[src/hdl/matrix_multiply_engine_assert.svh]
// Assertion macros for the matrix multiply engine.
// Each macro expects clk and arst_n in scope.
`ifndef MATRIX_MULTIPLY_ENGINE_ASSERT_SVH
`define MATRIX_MULTIPLY_ENGINE_ASSERT_SVH

`ifndef ASSERT_OFF
`define MME_ASSERT_IMP(lbl, ante, cons) \
	lbl: assert property (@(posedge clk) disable iff (!arst_n) (ante) |-> (cons)) \
		else $error("mme: same-cycle check failed");
`define MME_ASSERT_NXT(lbl, ante, cons) \
	lbl: assert property (@(posedge clk) disable iff (!arst_n) (ante) |=> (cons)) \
		else $error("mme: next-cycle check failed");
`else
`define MME_ASSERT_IMP(lbl, ante, cons)
`define MME_ASSERT_NXT(lbl, ante, cons)
`endif

`endif

[src/hdl/mme_pkg.sv]
package mme_pkg;

	localparam int MAX_DIM    = 8;
	localparam int ELEM_WIDTH = 16;

	localparam int IDX_W   = $clog2(MAX_DIM);
	localparam int ADDR_W  = $clog2(MAX_DIM * MAX_DIM);
	localparam int CNT_W   = $clog2(MAX_DIM + 1);
	localparam int DIM_W   = 4;
	localparam int POS_W   = 3;
	localparam int VAL_W   = 16;
	localparam int PROD_W  = 36;
	localparam int MUL_W   = 2 * ELEM_WIDTH;
	localparam int CFG_RESET = 8;

	typedef enum logic [1:0] {
		OP_LOAD_A  = 2'd0,
		OP_LOAD_B  = 2'd1,
		OP_COMPUTE = 2'd2
	} op_t;

	typedef enum logic [1:0] {
		CFG_ROWS_A    = 2'd0,
		CFG_INNER_LEN = 2'd1,
		CFG_COLS_B    = 2'd2
	} cfg_idx_t;

	typedef enum logic [1:0] {
		ST_IDLE,
		ST_ISSUE,
		ST_DRAIN,
		ST_EMIT
	} state_t;

	typedef struct packed {
		logic [1:0]              op;
		logic [POS_W-1:0]        row;
		logic [POS_W-1:0]        col;
		logic signed [VAL_W-1:0] value;
	} in_item_t;

	typedef struct packed {
		logic [POS_W-1:0]         out_row;
		logic [POS_W-1:0]         out_col;
		logic signed [PROD_W-1:0] product_value;
		logic                     last;
	} out_item_t;

	typedef struct packed {
		logic              load_a;
		logic              load_b;
		logic [ADDR_W-1:0] wr_addr;
		logic              issue;
		logic              first;
		logic              lastk;
		logic [ADDR_W-1:0] rd_a_addr;
		logic [ADDR_W-1:0] rd_b_addr;
		logic              emit;
		logic [POS_W-1:0]  emit_row;
		logic [POS_W-1:0]  emit_col;
		logic              emit_last;
	} cmd_t;

	typedef struct packed {
		logic sum_ready;
		logic out_free;
	} stat_t;

	function automatic logic [ADDR_W-1:0] elem_addr(input logic [IDX_W-1:0] r,
			input logic [IDX_W-1:0] c);
		elem_addr = ADDR_W'(r) * ADDR_W'(MAX_DIM) + ADDR_W'(c);
	endfunction

	function automatic logic [CNT_W-1:0] clamp_dim(input logic [DIM_W-1:0] d);
		if (d == '0) begin
			clamp_dim = CNT_W'(1);
		end else if (int'(d) > MAX_DIM) begin
			clamp_dim = CNT_W'(MAX_DIM);
		end else begin
			clamp_dim = CNT_W'(d);
		end
	endfunction

endpackage

[src/hdl/matrix_multiply_engine.sv]
// Fixed-point matrix product engine. Load items (op load A / load B) write one
// signed Q8.8 element at (row, col) and are taken one per cycle whenever the
// engine is idle; a row or col beyond the 8x8 stores drops the write. A compute
// item sweeps the product rows_a x cols_b in row-major order and emits one item
// per element with the exact Q20.16 sum over inner_len terms; the final element
// has last set. Op code 3 is taken and dropped. For each product element the
// sequencer issues inner_len multiply-accumulates, one per cycle, through the
// single shared multiplier and the one read port of each store, then drains the
// read/multiply/accumulate pipeline and loads the output register. A compute
// item keeps the engine busy until its last element is emitted, and an output
// stall holds the sweep. A dimension register of zero acts as 1, above 8 as 8.
// Write configuration only while idle. Elements read by a compute must have
// been loaded since reset.
module matrix_multiply_engine (
	input  logic                        clk,
	input  logic                        arst_n,
	input  logic                        in_valid,
	output logic                        in_ready,
	input  mme_pkg::in_item_t           in_item,
	output logic                        out_valid,
	input  logic                        out_ready,
	output mme_pkg::out_item_t          out_item,
	input  logic                        cfg_wr_en,
	input  logic [1:0]                  cfg_index,
	input  logic [mme_pkg::DIM_W-1:0]   cfg_wr_data
);

`include "matrix_multiply_engine_assert.svh"

	// command and status between sequencer and datapath
	mme_pkg::cmd_t  cmd;
	mme_pkg::stat_t stat;

	// a compute item taken at this edge
	logic compute_taken;

	assign compute_taken = in_valid && in_ready && (in_item.op == mme_pkg::OP_COMPUTE);

	// sequencer: owns the dimension registers and the i/j/k sweep counters
	mme_ctrl u_ctrl (
		.clk         (clk),
		.arst_n      (arst_n),
		.in_valid    (in_valid),
		.in_ready    (in_ready),
		.in_item     (in_item),
		.cfg_wr_en   (cfg_wr_en),
		.cfg_index   (cfg_index),
		.cfg_wr_data (cfg_wr_data),
		.stat        (stat),
		.cmd         (cmd)
	);

	// datapath: element stores, multiplier, accumulator and output register
	mme_datapath u_dp (
		.clk       (clk),
		.arst_n    (arst_n),
		.cmd       (cmd),
		.value     (in_item.value),
		.stat      (stat),
		.out_ready (out_ready),
		.out_valid (out_valid),
		.out_item  (out_item)
	);

	// a taken compute item must close the input until the sweep ends
	`MME_ASSERT_NXT(a_compute_blocks_input, compute_taken, !in_ready)
	// never overwrite an item still waiting in the output register
	`MME_ASSERT_IMP(a_emit_has_room, cmd.emit, stat.out_free)
	// a finished sum arrives only while the sweep is draining
	`MME_ASSERT_IMP(a_sum_only_in_drain, stat.sum_ready, !cmd.issue && !in_ready)
	// an emit shows up at the output on the next cycle
	`MME_ASSERT_NXT(a_emit_reaches_port, cmd.emit, out_valid)

endmodule

[src/hdl/mme_ctrl.sv]
module mme_ctrl (
	input  logic                        clk,
	input  logic                        arst_n,
	input  logic                        in_valid,
	output logic                        in_ready,
	input  mme_pkg::in_item_t           in_item,
	input  logic                        cfg_wr_en,
	input  logic [1:0]                  cfg_index,
	input  logic [mme_pkg::DIM_W-1:0]   cfg_wr_data,
	input  mme_pkg::stat_t              stat,
	output mme_pkg::cmd_t               cmd
);

	mme_pkg::state_t state_q, state_d;

	logic [mme_pkg::DIM_W-1:0] rows_a_q, inner_len_q, cols_b_q;
	logic [mme_pkg::IDX_W-1:0] i_q, j_q, k_q;
	logic [mme_pkg::IDX_W-1:0] r_last, k_last, c_last;
	logic                      accept, in_range, lastk, last_elem;

	assign r_last = mme_pkg::IDX_W'(mme_pkg::clamp_dim(rows_a_q) - 1'b1);
	assign k_last = mme_pkg::IDX_W'(mme_pkg::clamp_dim(inner_len_q) - 1'b1);
	assign c_last = mme_pkg::IDX_W'(mme_pkg::clamp_dim(cols_b_q) - 1'b1);

	assign accept    = in_valid && in_ready;
	assign in_range  = (int'(in_item.row) < mme_pkg::MAX_DIM) &&
		(int'(in_item.col) < mme_pkg::MAX_DIM);
	assign lastk     = (k_q == k_last);
	assign last_elem = (i_q == r_last) && (j_q == c_last);

	// register writes
	always_ff @(posedge clk or negedge arst_n) begin
		if (!arst_n) begin
			rows_a_q    <= mme_pkg::DIM_W'(mme_pkg::CFG_RESET);
			inner_len_q <= mme_pkg::DIM_W'(mme_pkg::CFG_RESET);
			cols_b_q    <= mme_pkg::DIM_W'(mme_pkg::CFG_RESET);
		end else if (cfg_wr_en) begin
			case (cfg_index)
				mme_pkg::CFG_ROWS_A:    rows_a_q    <= cfg_wr_data;
				mme_pkg::CFG_INNER_LEN: inner_len_q <= cfg_wr_data;
				mme_pkg::CFG_COLS_B:    cols_b_q    <= cfg_wr_data;
				default: ;
			endcase
		end
	end

	always_comb begin
		state_d = state_q;
		case (state_q)
			mme_pkg::ST_IDLE: begin
				if (accept && in_item.op == mme_pkg::OP_COMPUTE) state_d = mme_pkg::ST_ISSUE;
			end
			mme_pkg::ST_ISSUE: begin
				if (lastk) state_d = mme_pkg::ST_DRAIN;
			end
			mme_pkg::ST_DRAIN: begin
				if (stat.sum_ready) state_d = mme_pkg::ST_EMIT;
			end
			mme_pkg::ST_EMIT: begin
				if (stat.out_free) state_d = last_elem ? mme_pkg::ST_IDLE : mme_pkg::ST_ISSUE;
			end
			default: state_d = mme_pkg::ST_IDLE;
		endcase
	end

	always_comb begin
		in_ready      = (state_q == mme_pkg::ST_IDLE);
		cmd           = '0;
		cmd.load_a    = accept && in_range && (in_item.op == mme_pkg::OP_LOAD_A);
		cmd.load_b    = accept && in_range && (in_item.op == mme_pkg::OP_LOAD_B);
		cmd.wr_addr   = mme_pkg::elem_addr(mme_pkg::IDX_W'(in_item.row),
			mme_pkg::IDX_W'(in_item.col));
		cmd.issue     = (state_q == mme_pkg::ST_ISSUE);
		cmd.first     = (k_q == '0);
		cmd.lastk     = lastk;
		cmd.rd_a_addr = mme_pkg::elem_addr(i_q, k_q);
		cmd.rd_b_addr = mme_pkg::elem_addr(k_q, j_q);
		cmd.emit      = (state_q == mme_pkg::ST_EMIT) && stat.out_free;
		cmd.emit_row  = mme_pkg::POS_W'(i_q);
		cmd.emit_col  = mme_pkg::POS_W'(j_q);
		cmd.emit_last = last_elem;
	end

	always_ff @(posedge clk or negedge arst_n) begin
		if (!arst_n) begin
			state_q <= mme_pkg::ST_IDLE;
			i_q     <= '0;
			j_q     <= '0;
			k_q     <= '0;
		end else begin
			state_q <= state_d;
			if (state_q == mme_pkg::ST_IDLE) begin
				i_q <= '0;
				j_q <= '0;
				k_q <= '0;
			end else if (state_q == mme_pkg::ST_ISSUE) begin
				k_q <= lastk ? '0 : k_q + 1'b1;
			end else if (cmd.emit) begin
				if (j_q == c_last) begin
					j_q <= '0;
					i_q <= i_q + 1'b1;
				end else begin
					j_q <= j_q + 1'b1;
				end
			end
		end
	end

endmodule

[src/hdl/mme_datapath.sv]
module mme_datapath (
	input  logic                              clk,
	input  logic                              arst_n,
	input  mme_pkg::cmd_t                     cmd,
	input  logic signed [mme_pkg::VAL_W-1:0]  value,
	output mme_pkg::stat_t                    stat,
	input  logic                              out_ready,
	output logic                              out_valid,
	output mme_pkg::out_item_t                out_item
);

	localparam int DEPTH = mme_pkg::MAX_DIM * mme_pkg::MAX_DIM;

	typedef struct packed {
		logic valid;
		logic first;
		logic lastk;
	} tag_t;

	logic signed [mme_pkg::ELEM_WIDTH-1:0] a_store_q [DEPTH];
	logic signed [mme_pkg::ELEM_WIDTH-1:0] b_store_q [DEPTH];
	logic signed [mme_pkg::ELEM_WIDTH-1:0] rd_a_s1, rd_b_s1;
	logic signed [mme_pkg::MUL_W-1:0]      prod_s2;
	logic signed [mme_pkg::PROD_W-1:0]     acc_q, prod_ext;
	logic signed [mme_pkg::ELEM_WIDTH-1:0] wr_val;
	tag_t                                  tag_s1, tag_s2;
	logic                                  sum_ready_q, out_valid_q;
	mme_pkg::out_item_t                    out_q;

	assign wr_val   = mme_pkg::ELEM_WIDTH'(value);
	assign prod_ext = mme_pkg::PROD_W'(prod_s2);

	always_ff @(posedge clk) begin
		if (cmd.load_a) a_store_q[cmd.wr_addr] <= wr_val;
		rd_a_s1 <= a_store_q[cmd.rd_a_addr];
	end

	always_ff @(posedge clk) begin
		if (cmd.load_b) b_store_q[cmd.wr_addr] <= wr_val;
		rd_b_s1 <= b_store_q[cmd.rd_b_addr];
	end

	always_ff @(posedge clk) begin
		prod_s2 <= rd_a_s1 * rd_b_s1;
		if (tag_s2.valid) begin
			acc_q <= tag_s2.first ? prod_ext : acc_q + prod_ext;
		end
		if (cmd.emit) begin
			out_q.out_row       <= cmd.emit_row;
			out_q.out_col       <= cmd.emit_col;
			out_q.product_value <= acc_q;
			out_q.last          <= cmd.emit_last;
		end
	end

	always_ff @(posedge clk or negedge arst_n) begin
		if (!arst_n) begin
			tag_s1      <= '0;
			tag_s2      <= '0;
			sum_ready_q <= 1'b0;
			out_valid_q <= 1'b0;
		end else begin
			tag_s1      <= '{valid: cmd.issue, first: cmd.first, lastk: cmd.lastk};
			tag_s2      <= tag_s1;
			sum_ready_q <= tag_s2.valid && tag_s2.lastk;
			if (cmd.emit) begin
				out_valid_q <= 1'b1;
			end else if (out_ready) begin
				out_valid_q <= 1'b0;
			end
		end
	end

	assign stat.sum_ready = sum_ready_q;
	assign stat.out_free  = !out_valid_q || out_ready;
	assign out_valid      = out_valid_q;
	assign out_item       = out_q;

endmodule
[config.mk]
export PLATFORM = sky130hd
export DESIGN_NAME = matrix_multiply_engine
export DESIGN_NICKNAME = d
export VERILOG_FILES = /design/src/hdl/mme_pkg.sv /design/src/hdl/matrix_multiply_engine.sv /design/src/hdl/mme_ctrl.sv /design/src/hdl/mme_datapath.sv
export VERILOG_INCLUDE_DIRS = /design/src /design/src/hdl
export SDC_FILE = /design/constraint.sdc
export NUM_CORES = 2
export LEC_CHECK = 0
export BUFFER_PORTS_ARGS = -buffer_cell sky130_fd_sc_hd__buf_4
export CAP_MARGIN = 10
export CORE_AREA = 5 5 466 468
export CTS_CLUSTER_SIZE = 30
export DETAILED_ROUTE_END_ITERATION = 12
export DIE_AREA = 0 0 471 473
export PLACE_DENSITY = 0.72
export SLEW_MARGIN = 15
export SYNTH_ARGS = -nofsm -noshare
export SYNTH_HDL_FRONTEND = slang
export SYNTH_SLANG_ARGS = --single-unit
[constraint.sdc]
create_clock -name clk -period 11.4 [get_ports clk]
set_input_delay 0.57 -clock clk [delete_from_list [all_inputs] [get_ports clk]]
set_output_delay 0.57 -clock clk [all_outputs]
set_load 0.02 [all_outputs]
# Word-level counts from Yosys, hierarchy flattened

Memory sizes are Yosys's and may differ from the RTL's. A register that Yosys moved wholly into a read port is not among the register bits.
Cells that the tools add are included.

$add $sub $neg: 10
$mul: 1
Muxes and demuxes: 30
Magnitude comparators: 3
Reduce and logical (&&, ||, !) cells: 26
Equality and inequality tests: 15

Operator list:

| operator                                              | count |
|---|---|
| 2-to-1 mux 3 bit                                      | 17 |
| adder 36 x 32 -> 36 bit                               | 1 |
| 2-to-1 mux 36 bit                                     | 1 |
| multiplier 16 x 16 -> 32 bit                          | 1 |
| adder 6 x 3 -> 6 bit                                  | 3 |
| > comparator 4 bit, second input constant             | 3 |
| zero test 4 bit                                       | 3 |
| adder 3 x 1 -> 3 bit, second input constant           | 3 |
| equality test 3 bit                                   | 3 |
| subtractor 3 x 1 -> 3 bit, second input constant      | 3 |
| equality test 2 bit, second input constant            | 4 |
| 2-to-1 mux 2 bit                                      | 4 |
| one-hot mux 2 bit (4 select lines)                    | 1 |
| AND reduction 2 bit                                   | 4 |
| nonzero test 2 bit                                    | 4 |
| logical AND 1 bit                                     | 7 |
| 2-to-1 mux 1 bit                                      | 7 |
| equality test 2 x 1 -> 1 bit, second input constant   | 3 |
| zero test 2 bit                                       | 3 |
| inequality test 2 bit, second input constant          | 3 |
| inequality test 2 x 1 -> 1 bit, second input constant | 2 |
| AND reduction 4 bit                                   | 1 |
| zero test 3 bit                                       | 1 |
| AND reduction 3 bit                                   | 1 |
| other kinds (2)                                       | 2 |

Bits in registers: 142
Output and inout bits: 45
Bits in writable memories: 2,048
Memories: 2
Logic and storage cells: 108

Memories:

| name           | depth | width | rd ports | clocked after memory_dff | write ports | RTL line           | RTL |
|---|---|---|---|---|---|---|---|
| u_dp.a_store_q | 64    | 16    | 1        | 1                        | 1           | mme_datapath.sv:20 | `logic signed [mme_pkg::ELEM_WIDTH-1:0] a_store_q [DEPTH];` |
| u_dp.b_store_q | 64    | 16    | 1        | 1                        | 1           | mme_datapath.sv:21 | `logic signed [mme_pkg::ELEM_WIDTH-1:0] b_store_q [DEPTH];` |

# Longest topological paths before layout

Word-level depth: 9
Gate-level depth with buffers: 26

# Modules after synthesis

Synthesis repeated with hierarchy kept, for this count alone.

Cell total of the unflattened synthesis: 4,794
Area, all modules: 95,551.6 sq um

By module, submodules not included:

| module       | times used | area an instance (sq um) | cells each |
|---|---|---|---|
| mme_datapath | 1          | 93,968.9                 | 4,631 |
| mme_ctrl     | 1          | 1,582.8                  | 163 |

# Worst setup path before layout

OpenSTA, ideal clock, no wires.

Path type: register -> register
Start point: register u_dp.rd_a_s1[10] in the netlist's numbering (read register of u_dp.a_store_q)
End point: register u_dp.prod_s2[28] in the netlist's numbering
Slack: 5.294 ns
Setup time: 0.072 ns
Arrival: 6.034 ns
Stages on the path, launching flop included: 24
Clock period less this slack: 6.106 ns
Path through: dfxtp_1 clkbuf_1 nand2_1 fa_1 fa_1 inv_1 fa_1 inv_1 fa_1 inv_1 fa_1 fa_1 ha_1 and3_1 and3_1 a211oi_1 o21ai_1 nand2_1 a41oi_1 o21a_1 o41ai_2 o21bai_1 a21oi_1 xnor2_1

Cells in the longest elaborated chain, start to end: 1

RTL lines:

| what                         | RTL line           | RTL |
|---|---|---|
| start: declaration           | mme_datapath.sv:22 | `logic signed [mme_pkg::ELEM_WIDTH-1:0] rd_a_s1, rd_b_s1;` |
| multiplier 16 x 16 -> 32 bit | mme_datapath.sv:44 | `prod_s2 <= rd_a_s1 * rd_b_s1;` |
| end signal: assignment       | mme_datapath.sv:44 |  |
| end: declaration             | mme_datapath.sv:23 | `logic signed [mme_pkg::MUL_W-1:0] prod_s2;` |

Every way passes these cells.
A chain may end at the register's enable or synchronous reset.

# Worst setup path after layout

Start point: register u_dp.rd_a_s1[10] in the netlist's numbering (read register of u_dp.a_store_q)
End point: register u_dp.prod_s2[31] in the netlist's numbering

The elaborated chain is that of the path after synthesis.

==> results.py <==
metrics = {
    "floorplanning": {
        "die_area_um2": 222800,
        "pin_count": 80,
        "design.core.area_um2": 213100,
        "start_util_pct": 44.51,
        "die_h_um": 473,
        "num_rows": 170,
        "die_w_um": 471,
    },
    "setup_path": {
        "worst-path-buf-inv": 3,
        "crit_path_start_kind": "flop",
        "crit_path_end_kind": "flop",
        "arrival_ns": 7.54,
        "crit_required_ns": 12.11,
        "worstPathCellList": "nand2_1 > fa_1 > fa_1 > inv_1 > fa_1 > inv_1 > fa_1 > inv_1 > fa_1 > fa_1 > ha_1 > a21o_1 > a21o_1 > a21o_1 > a21oi_1 > nor2b_1 > a311oi_1 > o21ai_1 > a21oi_1 > o22a_1 > a31oi_1 > xnor2_1",
        "crit_path_max_fanout": 16,
        "critical-path-max-stage-delay_ns": 0.72,
        "regToRegSetupSlack_ns": 4.57,
        "crit_top_cell": "fa_1",
        "cpLargestDelayFamily": "adder cells",
        "crit_slowest_cell": "dfxtp_1",
        "crit_type": "flop to flop",
    },
    "final_layout": {
        "nets": 5372,
        "fin_cells": 7974,
        "area_growth_pct": 12.15,
        "drive_above_1_share_pct": 24.58,
    },
    "timing": {
        "tightest_slew_ns": 1.253,
        "rsz0062_at_grt": "no",
        "whs_ns": 0.1287,
        "post-route-period-util_pct": 59.90,
        "setup_slack_ns": 4.571,
        "post-route-min-period_ns": 6.829,
        "setup_violations": 0,
        "skew_ns": 0.08423,
        "slew_headroom_pct": 16.49,
        "hold_viol_final": 0,
        "setup-tns-final_ns": 0,
        "max_freq_mhz": 146.4,
        "drv_slew": 0,
    },
    "routing": {
        "drt-total-wl_mm": 215.3,
        "dr.pass1.iters": 5,
        "via_per_inst": 5.757,
        "ant_nets": 0,
        "detail_route.wl_per_cell_um": 26.99,
        "drtIter0Drc": 5502,
        "drc": 0,
        "vias": 45910,
    },
    "clocking": {
        "cts_made_buffers": 205,
        "cts_tree": "yes",
        "cts_resized": 0,
        "cts_setup_buffers": 0,
        "holdBufCountCts": 5,
        "clock-root-buffer": "clkbuf_16",
        "clock_latency_ns": 0.86,
        "cts.clk_slew.worst_paths_ns": 0.07,
        "clkSinkCount": 2222,
        "cts_buffer_depth": 3,
        "h-tree-depth": 4,
    },
    "logic_synthesis": {
        "syn_inst": 4692,
        "ys_ff_latch": 2222,
        "synth_edf_count": 2127,
        "ys.flop_type": "edfxtp_1",
        "synth.cell_area_um2": 94870,
        "synth_cell_types": 63,
        "synth_nets": 5118,
        "async_reset_ff_share_pct": 1.395,
        "avgSynthCellArea_um2": 20.22,
        "yosysWarnings": 0,
        "synth_seq_area_share_pct": 69.50,
    },
    "global_route": {
        "grt_pass1_vias": 46970,
        "gr-total-overflow": 0,
        "grt_usage_pct": 19.35,
        "grt_antenna_before_repair": 19,
        "grt_max_degree": 152,
        "grt_pass1_wl_mm": 320.0,
    },
    "placed_design": {
        "post-place-cells": 7572,
        "place_congestion": 0.8368,
        "port_buffers": 79,
        "place_hpwl_mm": 131.8,
        "place_ws_ns": 4.586,
    },
    "power_and_ir_drop": {
        "power_density_nw_per_um2": 149.7,
        "power.leakage_nw": 34.61,
        "p_total_mw": 15.93,
        "vdd_drop_max_mv": 0.1592,
    },
    "job": {
        "maxCapViolations": 0,
    },
    "outcome": {
        "status": "finished clean",
    },
    "min_path": {
        "hold_path.class": "input pin to flop",
    },
}
[final timing paths]
path | startpoint | to | cells past startpoint
worst min-delay path | in_item[6] | u_dp.a_store_q[29][6] | 1
worst max register to register | u_dp.rd_a_s1[10] | u_dp.prod_s2[31] | 22
worst max-delay path | u_dp.rd_a_s1[10] | u_dp.prod_s2[31] | 22
min in group asynchronous | arst_n | u_dp.out_valid | 2
worst min register to register | u_dp.tag_s1[1] | u_dp.tag_s2[1] | 0
max in group asynchronous | arst_n | u_ctrl.cols_b_q[0] | 2
[layout make-up]
cell class              instances  area, um2
diodes                         10      25.02
clock buffers                 253       5320
clock inverters               134       1380
fillers                     16640     106700
inverters                     315       1182
multi-input cells            1945      26970
flip-flops and latches       2222      65960
well taps                    2838       3551
repair buffers                257       2004
[sequential cells by signal, indices dropped and copies added, names as in the netlist]
signal              cells
u_dp.rd_a_s1           16
u_ctrl.i_q              3
u_dp.prod_s2           32
u_ctrl.inner_len_q      4
u_ctrl.state_q          2
u_ctrl.rows_a_q         4
u_ctrl.k_q              3
u_dp.rd_b_s1           16
u_ctrl.cols_b_q         4
u_dp.b_store_q       1024
u_ctrl.j_q              3
u_dp.sum_ready_q        1
u_dp.out_item          43
u_dp.tag_s2             3
u_dp.out_valid          1
u_dp.tag_s1             3
u_dp.a_store_q       1024
u_dp.acc_q             36
[synth_stat cells (27+ instances only)]
master	count	share of area (%)
a21o_1	27	0.21
a21oi_1	63	0.33
and2_1	136	0.90
buf_1	70	0.28
clkbuf_1	134	0.53
dfrtp_1	28	0.74
dfxtp_1	64	1.4
edfxtp_1	2127	67
fa_1	263	5.5
ha_1	128	1.7
inv_1	314	1.2
mux4_2	672	16
nand2_1	176	0.70
nor2_1	172	0.68
o21ai_0	49	0.26
xnor2_1	49	0.45
[cell families (layout without fill, tap and decap cells)]
kind of cell               Yosys count  in the layout  synth area share (%)
muxes                              689            689                 16.15
and+or+nand+nor                    577            577                 2.904
adders and majority gates          391            391                 7.238
DFF                               2222           2222                 69.50
buffers and inverters              525            959                 2.085
xor gates and xnor gates            75             75                0.6924
AOI/OAI and AO/OA                  213            213                 1.432
other                                0             10                     0
[cells in the final DEF, fill, tap and decap left out, types with 10 or more instances in the layout]
cell type and instances:
nand3_1 16, dfxtp_1 64, diode_2 10, mux2_2 15, clkbuf_1 47, inv_1 314, a21oi_1 63, clkinv_1 53
nor2b_1 10, clkbuf_16 205, nand2_1 176, nor2_1 168, buf_4 247, o21bai_1 17, mux4_2 672, o21ai_0 49
nand2b_1 19, dfrtp_1 19, fa_1 263, a21o_1 27, ha_1 128, o21ai_1 11, clkinv_2 34, xnor2_1 49
edfxtp_1 2127, xor2_1 26, bufinv_16 20, and2_1 135
[through the flow]
stage / cell area (um2) / util [%]
after floorplan: 94870 / -
after global placement: 99620 / 46.74
after detailed placement: 99620 / 46.74
after CTS: 106400 / 49.91
after global routing: 106400 / 49.91
final: 106400 / 49.92
[metal layers]
metal | global-route usage [%] | up-vias | part of all wire [%]
met5 | 0 | - | 0.026
met1 | 27.41 | 24350 | 40
met3 | 3.556 | 302 | 9.0
li1 | - | 18990 | -
met4 | 6.354 | 8 | 3.1
met2 | 30.75 | 2260 | 48
[power breakdown]
part,internal [mW],switching (mW)
combinational,0.0375,0.179
sequential,8.94,0.00610
clock,3.79,2.98
Note: power is estimated with default switching activity, not from simulation.
